--- src/rtl/vkf_pkg.sv ---
// shared types, constants and helpers of the velocity kalman filter
`default_nettype none

package vkf_pkg;

    // axis layout
    localparam int NUM_AX  = 3;
    localparam int AX_W    = 2;
    localparam int DEF_AXES = 3;
    localparam logic [AX_W-1:0] AXIS_X = 2'd0;
    localparam logic [AX_W-1:0] AXIS_Y = 2'd1;
    localparam logic [AX_W-1:0] AXIS_Z = 2'd2;

    // field widths
    localparam int VEL_W  = 32;
    localparam int VAR_W  = 48;
    localparam int DT_W   = 24;
    localparam int GAIN_W = 32;

    // gain of exactly one in q1.31 and the number of quotient bits
    localparam logic [GAIN_W-1:0] GAIN_ONE = 32'h8000_0000;
    localparam int DIV_STEPS = 31;

    // configuration port
    localparam int CFG_IDX_W  = 2;
    localparam int CFG_DATA_W = 48;
    localparam logic [CFG_IDX_W-1:0] CFG_PROC_VAR = 2'd0;
    localparam logic [CFG_IDX_W-1:0] CFG_MEAS_VAR = 2'd1;
    localparam logic [CFG_IDX_W-1:0] CFG_GRAVITY  = 2'd2;

    localparam logic [VAR_W-1:0]        RST_PROC_VAR = 48'd1099511627776;
    localparam logic [VAR_W-1:0]        RST_MEAS_VAR = 48'd10995;
    localparam logic signed [VEL_W-1:0] RST_GRAVITY  = 32'sd642908;

    typedef struct packed {
        logic signed [VEL_W-1:0] meas_vel_x;
        logic signed [VEL_W-1:0] meas_vel_y;
        logic signed [VEL_W-1:0] meas_vel_z;
        logic signed [VEL_W-1:0] accel_x;
        logic signed [VEL_W-1:0] accel_y;
        logic signed [VEL_W-1:0] accel_z;
        logic [DT_W-1:0]         step_dt;
    } t_vkf_in;

    typedef struct packed {
        logic signed [VEL_W-1:0] est_vel_x;
        logic signed [VEL_W-1:0] est_vel_y;
        logic signed [VEL_W-1:0] est_vel_z;
        logic                    passed_through;
    } t_vkf_out;

    // clamp a wide signed sum to the velocity range
    function automatic logic signed [VEL_W-1:0] sat_vel(input logic signed [48:0] v);
        logic signed [48:0] v_max;
        logic signed [48:0] v_min;
        v_max = 49'sh0_0000_7FFF_FFFF;
        v_min = -49'sh0_0000_8000_0000;
        if (v > v_max) begin
            return 32'sh7FFF_FFFF;
        end else if (v < v_min) begin
            return -32'sh8000_0000;
        end else begin
            return v[VEL_W-1:0];
        end
    endfunction

endpackage

`default_nettype wire

--- src/rtl/vkf_gain_div.sv ---
// iterative restoring divider for the kalman gain p/(p+r) in q1.31
`default_nettype none

module vkf_gain_div (
    input  logic                         i_clk,
    input  logic                         i_rst_n,
    input  logic                         i_start,
    input  logic [vkf_pkg::VAR_W-1:0]    i_var_p,
    input  logic [vkf_pkg::VAR_W-1:0]    i_var_r,
    output logic                         o_done,
    output logic [vkf_pkg::GAIN_W-1:0]   o_gain
);
    import vkf_pkg::*;

    localparam int CNT_W = $clog2(DIV_STEPS);

    logic [VAR_W:0]     w_sum;
    logic [VAR_W+1:0]   w_shift;
    logic [VAR_W+1:0]   w_diff;
    logic               w_ge;

    logic [VAR_W:0]     r_den;
    logic [VAR_W:0]     r_rem;
    logic [GAIN_W-1:0]  r_q;
    logic [CNT_W-1:0]   r_cnt;
    logic               r_busy;
    logic               r_done;

    assign w_sum   = {1'b0, i_var_p} + {1'b0, i_var_r};
    assign w_shift = {r_rem, 1'b0};
    assign w_ge    = (w_shift >= {1'b0, r_den});
    assign w_diff  = w_shift - {1'b0, r_den};

    always_ff @(posedge i_clk) begin
        if (!i_rst_n) begin
            r_busy <= 1'b0;
            r_done <= 1'b0;
        end else begin
            r_done <= 1'b0;
            if (i_start) begin
                r_den <= w_sum;
                r_rem <= {1'b0, i_var_p};
                r_cnt <= '0;
                priority if (w_sum == '0) begin
                    // no variance at all: keep the prediction
                    r_q    <= '0;
                    r_done <= 1'b1;
                end else if (i_var_r == '0) begin
                    // exact measurement: gain of one
                    r_q    <= GAIN_ONE;
                    r_done <= 1'b1;
                end else begin
                    r_q    <= '0;
                    r_busy <= 1'b1;
                end
            end else if (r_busy) begin
                r_rem <= w_ge ? w_diff[VAR_W:0] : w_shift[VAR_W:0];
                r_q   <= {r_q[GAIN_W-2:0], w_ge};
                if (r_cnt == CNT_W'(DIV_STEPS - 1)) begin
                    r_busy <= 1'b0;
                    r_done <= 1'b1;
                end else begin
                    r_cnt <= r_cnt + 1'b1;
                end
            end
        end
    end

    assign o_done = r_done;
    assign o_gain = r_q;

endmodule

`default_nettype wire

--- config.mk ---
export PLATFORM = sky130hd
export DESIGN_NAME = vkf_gain_div
export DESIGN_NICKNAME = d
export VERILOG_FILES = /design/src/rtl/vkf_pkg.sv /design/src/rtl/vkf_gain_div.sv
export SDC_FILE = /design/constraint.sdc
export NUM_CORES = 1
export LEC_CHECK = 0
export BUFFER_PORTS_ARGS = -buffer_cell sky130_fd_sc_hd__buf_4
export CORE_MARGIN = 4
export CORE_UTILIZATION = 40
export CTS_CLUSTER_DIAMETER = 60
export DETAILED_ROUTE_END_ITERATION = 10
export SLEW_MARGIN = 25
export SYNTH_ARGS = -nofsm -noshare
export SYNTH_HDL_FRONTEND = slang
export SYNTH_SLANG_ARGS = --single-unit
--- constraint.sdc ---
create_clock -name i_clk -period 4.5 [get_ports i_clk]
set_input_delay 0.225 -clock i_clk [delete_from_list [all_inputs] [get_ports i_clk]]
set_output_delay 0.225 -clock i_clk [all_outputs]
set_load 0.01 [all_outputs]
# ---- Word level (Yosys, flattened, before mapping)
# Cells that the tools add are included.
dict set report totals {
  regBits 137
  inputBits 99
  output_inout_bits 33
  elab_cells 41
}
dict set report classes {
  n_addsub 3
  n_lt_le_gt_ge 1
  n_eq_ne 4
  muxes 19
  n_reduce_logical 7
}
# cell count
set op_table {}
lappend op_table {{32-bit 2-to-1 mux} 4}
lappend op_table {{49-bit 2-to-1 mux} 2}
lappend op_table {{50-bit by 49-bit >= comparator with 1-bit output} 1}
lappend op_table {{48-bit by 48-bit adder with 49-bit output} 1}
lappend op_table {{49-bit logical NOT} 1}
lappend op_table {{49-bit subtractor} 1}
lappend op_table {{48-bit logical NOT} 1}
lappend op_table {{48-bit 2-to-1 mux} 1}
lappend op_table {{1-bit 2-to-1 mux} 10}
lappend op_table {{5-bit 2-to-1 mux} 2}
lappend op_table {{2-bit inequality test, second input constant} 3}
lappend op_table {{2-bit AND reduction} 3}
lappend op_table {{5-bit by 1-bit adder with 5-bit output, second input constant} 1}
lappend op_table {{5-bit equality test, second input constant} 1}
lappend op_table {{3-bit AND reduction} 1}
lappend op_table {{2-bit nonzero test} 1}

# ---- Longest topological paths before layout
dict set report depth {
  word_depth 4
  depth_mapped 15
  depth_no_buf 13
}

# ---- Worst setup path after synthesis
# No wires, ideal clock.
dict set report synth_timing {
  kind {input-to-reg}
  start {input port i_var_p[17] (netlist name)}
  end {register r_q[31], in the netlist o_gain[31], data pin}
  setup_ns 0.257
  arrival_ns 3.531
  required_ns 4.243
  slack_ns 0.712
  stages 12
  n_path_buf 1
  path_cell_list {ha_1 -> clkbuf_1 -> nand4_1 -> or3_1 -> or4_1 -> and2_1 -> xnor2_1 -> or4b_2 -> nand4bb_1 -> nor4_2 -> nand4b_1 -> a22o_2}
}
dict set report synth_via {
  elab_chain_len 4
}
# element line
set synth_lines {}
lappend synth_lines {{from (decl)} vkf_gain_div.sv:8} ;# input logic [vkf_pkg::VAR_W-1:0] i_var_p,
lappend synth_lines {{48-bit by 48-bit adder with 49-bit output} vkf_gain_div.sv:29} ;# assign w_sum = {1'b0, i_var_p} + {1'b0, i_var_r};
lappend synth_lines {{net w_sum[24]} vkf_gain_div.sv:17} ;# logic [VAR_W:0] w_sum;
lappend synth_lines {{49-bit logical NOT} vkf_gain_div.sv:44} ;# priority if (w_sum == '0) begin
lappend synth_lines {{32-bit 2-to-1 mux} vkf_gain_div.sv:44}
lappend synth_lines {{32-bit 2-to-1 mux} vkf_gain_div.sv:40} ;# if (i_start) begin
lappend synth_lines {{to (signal assigned)} vkf_gain_div.sv:58} ;# r_q <= {r_q[GAIN_W-2:0], w_ge};
lappend synth_lines {{to (decl)} vkf_gain_div.sv:24} ;# logic [GAIN_W-1:0] r_q;
# The timed path passes the listed nets, and every way through them passes these cells.
# A chain may end at the register's enable or synchronous reset.

# ---- Worst setup path after layout
dict set report layout_timing {
  start {register r_den[12]}
  end {register r_rem[15], data pin}
}
dict set report layout_via {
  elab_chain_len 4
  elab_cells_between_ends 5
  cone_classes {add/sub (1); order compare (1); mux (3)}
}
# element line
set layout_lines {}
lappend layout_lines {{from (decl)} vkf_gain_div.sv:22} ;# logic [VAR_W:0] r_den;
lappend layout_lines {{from (signal assigned)} vkf_gain_div.sv:41} ;# r_den <= w_sum;
lappend layout_lines {{49-bit subtractor / 50-bit by 49-bit >= comparator with 1-bit output (equally long branches)} {vkf_gain_div.sv:32, vkf_gain_div.sv:31}}
lappend layout_lines {{49-bit 2-to-1 mux *} vkf_gain_div.sv:57} ;# r_rem <= w_ge ? w_diff[VAR_W:0] : w_shift[VAR_W:0];
lappend layout_lines {{49-bit 2-to-1 mux *} vkf_gain_div.sv:56} ;# end else if (r_busy) begin
lappend layout_lines {{48-bit 2-to-1 mux *} vkf_gain_div.sv:40}
lappend layout_lines {{to (signal assigned)} vkf_gain_div.sv:42} ;# r_rem <= {1'b0, i_var_p};
lappend layout_lines {{to (signal assigned)} vkf_gain_div.sv:57}
lappend layout_lines {{to (decl)} vkf_gain_div.sv:23} ;# logic [VAR_W:0] r_rem;
# Mark *: on every way between the ends. The rest lies on a longest branch, timed or not. The select of a mux whose other input is x is not followed.

==> summary.txt <==
Yosys
  – Mapped Nets: 1521
  – Post-synth EDFFs: 135
  – Share of the synthesized area in the top cell type: 0.343
  – Ys async rst share: 0
  – Largest area contributor in the netlist: edfxtp_1
  – Top cells by area, synth: edfxtp_1, ha_1, a21oi_1, xnor2_1, nor2_1
  – Sequential area share after synthesis: 0.346
  – Synthesized instance count: between 1000 and 1500
  – Most frequent cell after synthesis: a21oi_1
  – Unique masters post-synth: 90
  – Post-Synthesis Cell Area: 11800 um^2
  – Most used flip-flop cell after synthesis: edfxtp_1
  – Synthesis Warnings: 0
  – #FFs+latches synth: 137
  – Avg Cell Area, Syn: 8.95 um^2
  – Synth cell count leaders: a21oi_1, edfxtp_1, nor2_1

Timing
  – Fin crit period: 4.14 ns
  – Worst-case hold slack: 0.102 ns
  – Final Setup Violations: 0
  – FMAX: between 0.2 and 0.25 GHz
  – Slew HR: 0.446
  – Hold Violations, Final: 0
  – Max Transition Viols Final: 0
  – RSZ-0062 raised after global routing: false
  – Skew final: approximately 0.011 ns
  – Final worst-path cycle share: 0.919
  – Least-Margin Pin Slew: just over 0.8 ns

Power
  – Leakage: 5.77 nW
  – P per Cell Area: 383 nW/um^2
  – Maximum vdd ir drop: 0.000239 V

Die
  – Initial Util: 0.409
  – Io pins: 132
  – Die area: 32400 um^2
  – # rows: 62
  – Die width: 180 um
  – Die Y: 180 um
  – Core region area: 28900 um^2

Finish
  – Multi-input logic area: 7140 um^2
  – Nets: 1644
  – Layout Utilization: 0.482
  – P&R area growth vs syn: 17.8%
  – Sequential Area: 4090 um^2
  – Final instance area: ~14000 um^2
  – Layout cells sized above 1: 0.167
  – # fillers: 2836

Clock network
  – Post-CTS Setup Bufs: 0
  – Num CTS Buffers: 17
  – Worst skew pair latency: 0.42 ns
  – CTS Sinks: 137
  – Max Root-Sink Buffers: 2
  – Htree depth: 4
  – CTS tree: built
  – Clk pin slew, worst setup/hold paths: 0.06 ns
  – Post_cts resized: 0
  – Hold-fix buffers, CTS: 0
  – Clk Tree Root Cell: clkbuf_16

Setup path
  – CP required: between 4 and 5 ns
  – Worst-path fanout max: 29
  – Crit path buffers/inverters: 2
  – Crit-path leading delay family: compound AO/OA/AOI/OAI gates
  – CP max stage cell: o41a_2
  – Worst setup SP type: flop
  – CP peak stage delay: around 0.7 ns
  – Cell Chain, Critical Path: inv_1 > ha_1 > and4_1 > o2111a_1 > o31ai_1 > a32o_1 > o31ai_2 > a41o_1 > a31oi_1 > o41a_2 > buf_12 > a211oi_1 > a21oi_1
  – Worst setup path class: reg2reg
  – Critical path capture point type: flop
  – Worst path arrival time: 4.28 ns

Global routing
  – Vias in the first global route: 10300
  – First-pass GRT wire length: about 58000 um
  – Initial antenna violation count: 0
  – GRT overflow: 0
  – GRT Overall Usage: 0.222
  – Largest net degree at the start of global routing: 50

Min path
  – Hold Path Class: in2reg

Route
  – Vias per Instance: 5.81
  – Vias: about 11000
  – Final Routed Wirelength: 37100 um
  – 1st-iter DRT viols: 828
  – DR WL/cell: 20.2 um
  – Drt pass-1 iters: 7
  – DRT antenna net count: 0
  – Post-route DRC: 0

Place
  – Hpwl dp: 29700 um
  – Port bufs: 131
  – Routability Congestion: 0.954
  – Placed cell area: about 13000 um^2

Run status
  – Status: complete, no violations

Job
  – Max cap viols: 0
==> where the power goes <==
group	leakage [nW]	internal (mW)	switching (mW)
Sequential	1.31	1.62	0.0684
Clock	0.286	0.879	0.570
Combinational	4.17	0.912	1.29
==> cells in the final DEF, fill, tap and decap left out, types with 19 or more instances in the layout <==
master	instances
a21o_1	38
buf_4	164
o21bai_1	22
a21oi_1	144
nor2b_1	38
nand4_1	35
o21ai_0	66
ha_1	99
inv_1	90
nand2_1	79
a211oi_1	29
nor2_1	103
xnor2_1	49
mux2_2	19
xor2_1	32
nand3_1	19
edfxtp_1	135
==> cell families (layout without fill, tap and decap cells) <==
| group | count (synthesis) | count (layout) | synth area share |
|---|---|---|---|
| adders and majority gates | 101 | 101 | 0.108 |
| and+or+nand+nor | 391 | 391 | 0.171 |
| muxes | 22 | 22 | 0.0206 |
| AOI/OAI and AO/OA | 435 | 435 | 0.243 |
| buffers and inverters | 154 | 290 | 0.0516 |
| other | 0 | 1 | 0 |
| xor gates and xnor gates | 81 | 81 | 0.0600 |
| DFF | 137 | 137 | 0.346 |
==> per-stage QoR <==
stage	setup TNS [ns]	instances	worst slack (ns)	power [mW]
6_report	0	1842	0.365	5.34
5_1_grt	0	1841	0.101	5.66
4_1_cts	0	1841	0.384	5.34
3_5_place_dp	-0.00230	1809	-0.00230	3.87
3_3_place_gp	0	1809	0.0530	3.86
2_1_floorplan	0	1321	0.712	3.22
==> routing by layer <==
metal  routed length (um)  global-route usage  vias to the layer above
met4                  827              0.0619                        0
li1                     -                   -                     5203
met5                    0                   0                        -
met3                 2140              0.0317                       48
met2                16800               0.352                      325
met1                17400               0.317                     5132
==> cell type report <==
type                    count  share of cell area
flip-flops and latches    137               0.294
clock inverters            13              0.0121
diodes                      1            0.000180
repair buffers            166              0.0912
clock buffers              19              0.0311
multi-input cells        1030               0.512
well taps                 384              0.0345
inverters                  92              0.0249
==> tightest hold or removal path, delay by kind of cell <==
| family | cells | cell delay [ns] |
|---|---|---|
| buf+inv | 1 | 0.09 |
| compound gates | 1 | 0.05 |
| simple gates | 1 | 0.05 |
==> sequential cells by signal, indices dropped and copies added, names as in the netlist <==
register,count
o_done,1
o_gain,32
r_busy,1
r_cnt,5
r_den,49
r_rem,49
==> worst paths after layout <==
path | slack (ns) | from | cells past startpoint | endpoint
hold / removal | 0.10 | i_var_p[0] | 3 | r_rem[0]$_DFFE_PP_
setup / recovery | 0.36 | r_den[12]$_DFFE_PP_ | 13 | r_rem[15]$_DFFE_PP_
hold reg to reg | 0.49 | r_busy$_SDFFE_PN0P_ | 1 | r_busy$_SDFFE_PN0P_
setup reg to reg | 0.36 | r_den[12]$_DFFE_PP_ | 13 | r_rem[15]$_DFFE_PP_
No activity file was read; power rests on OpenSTA's default activity.
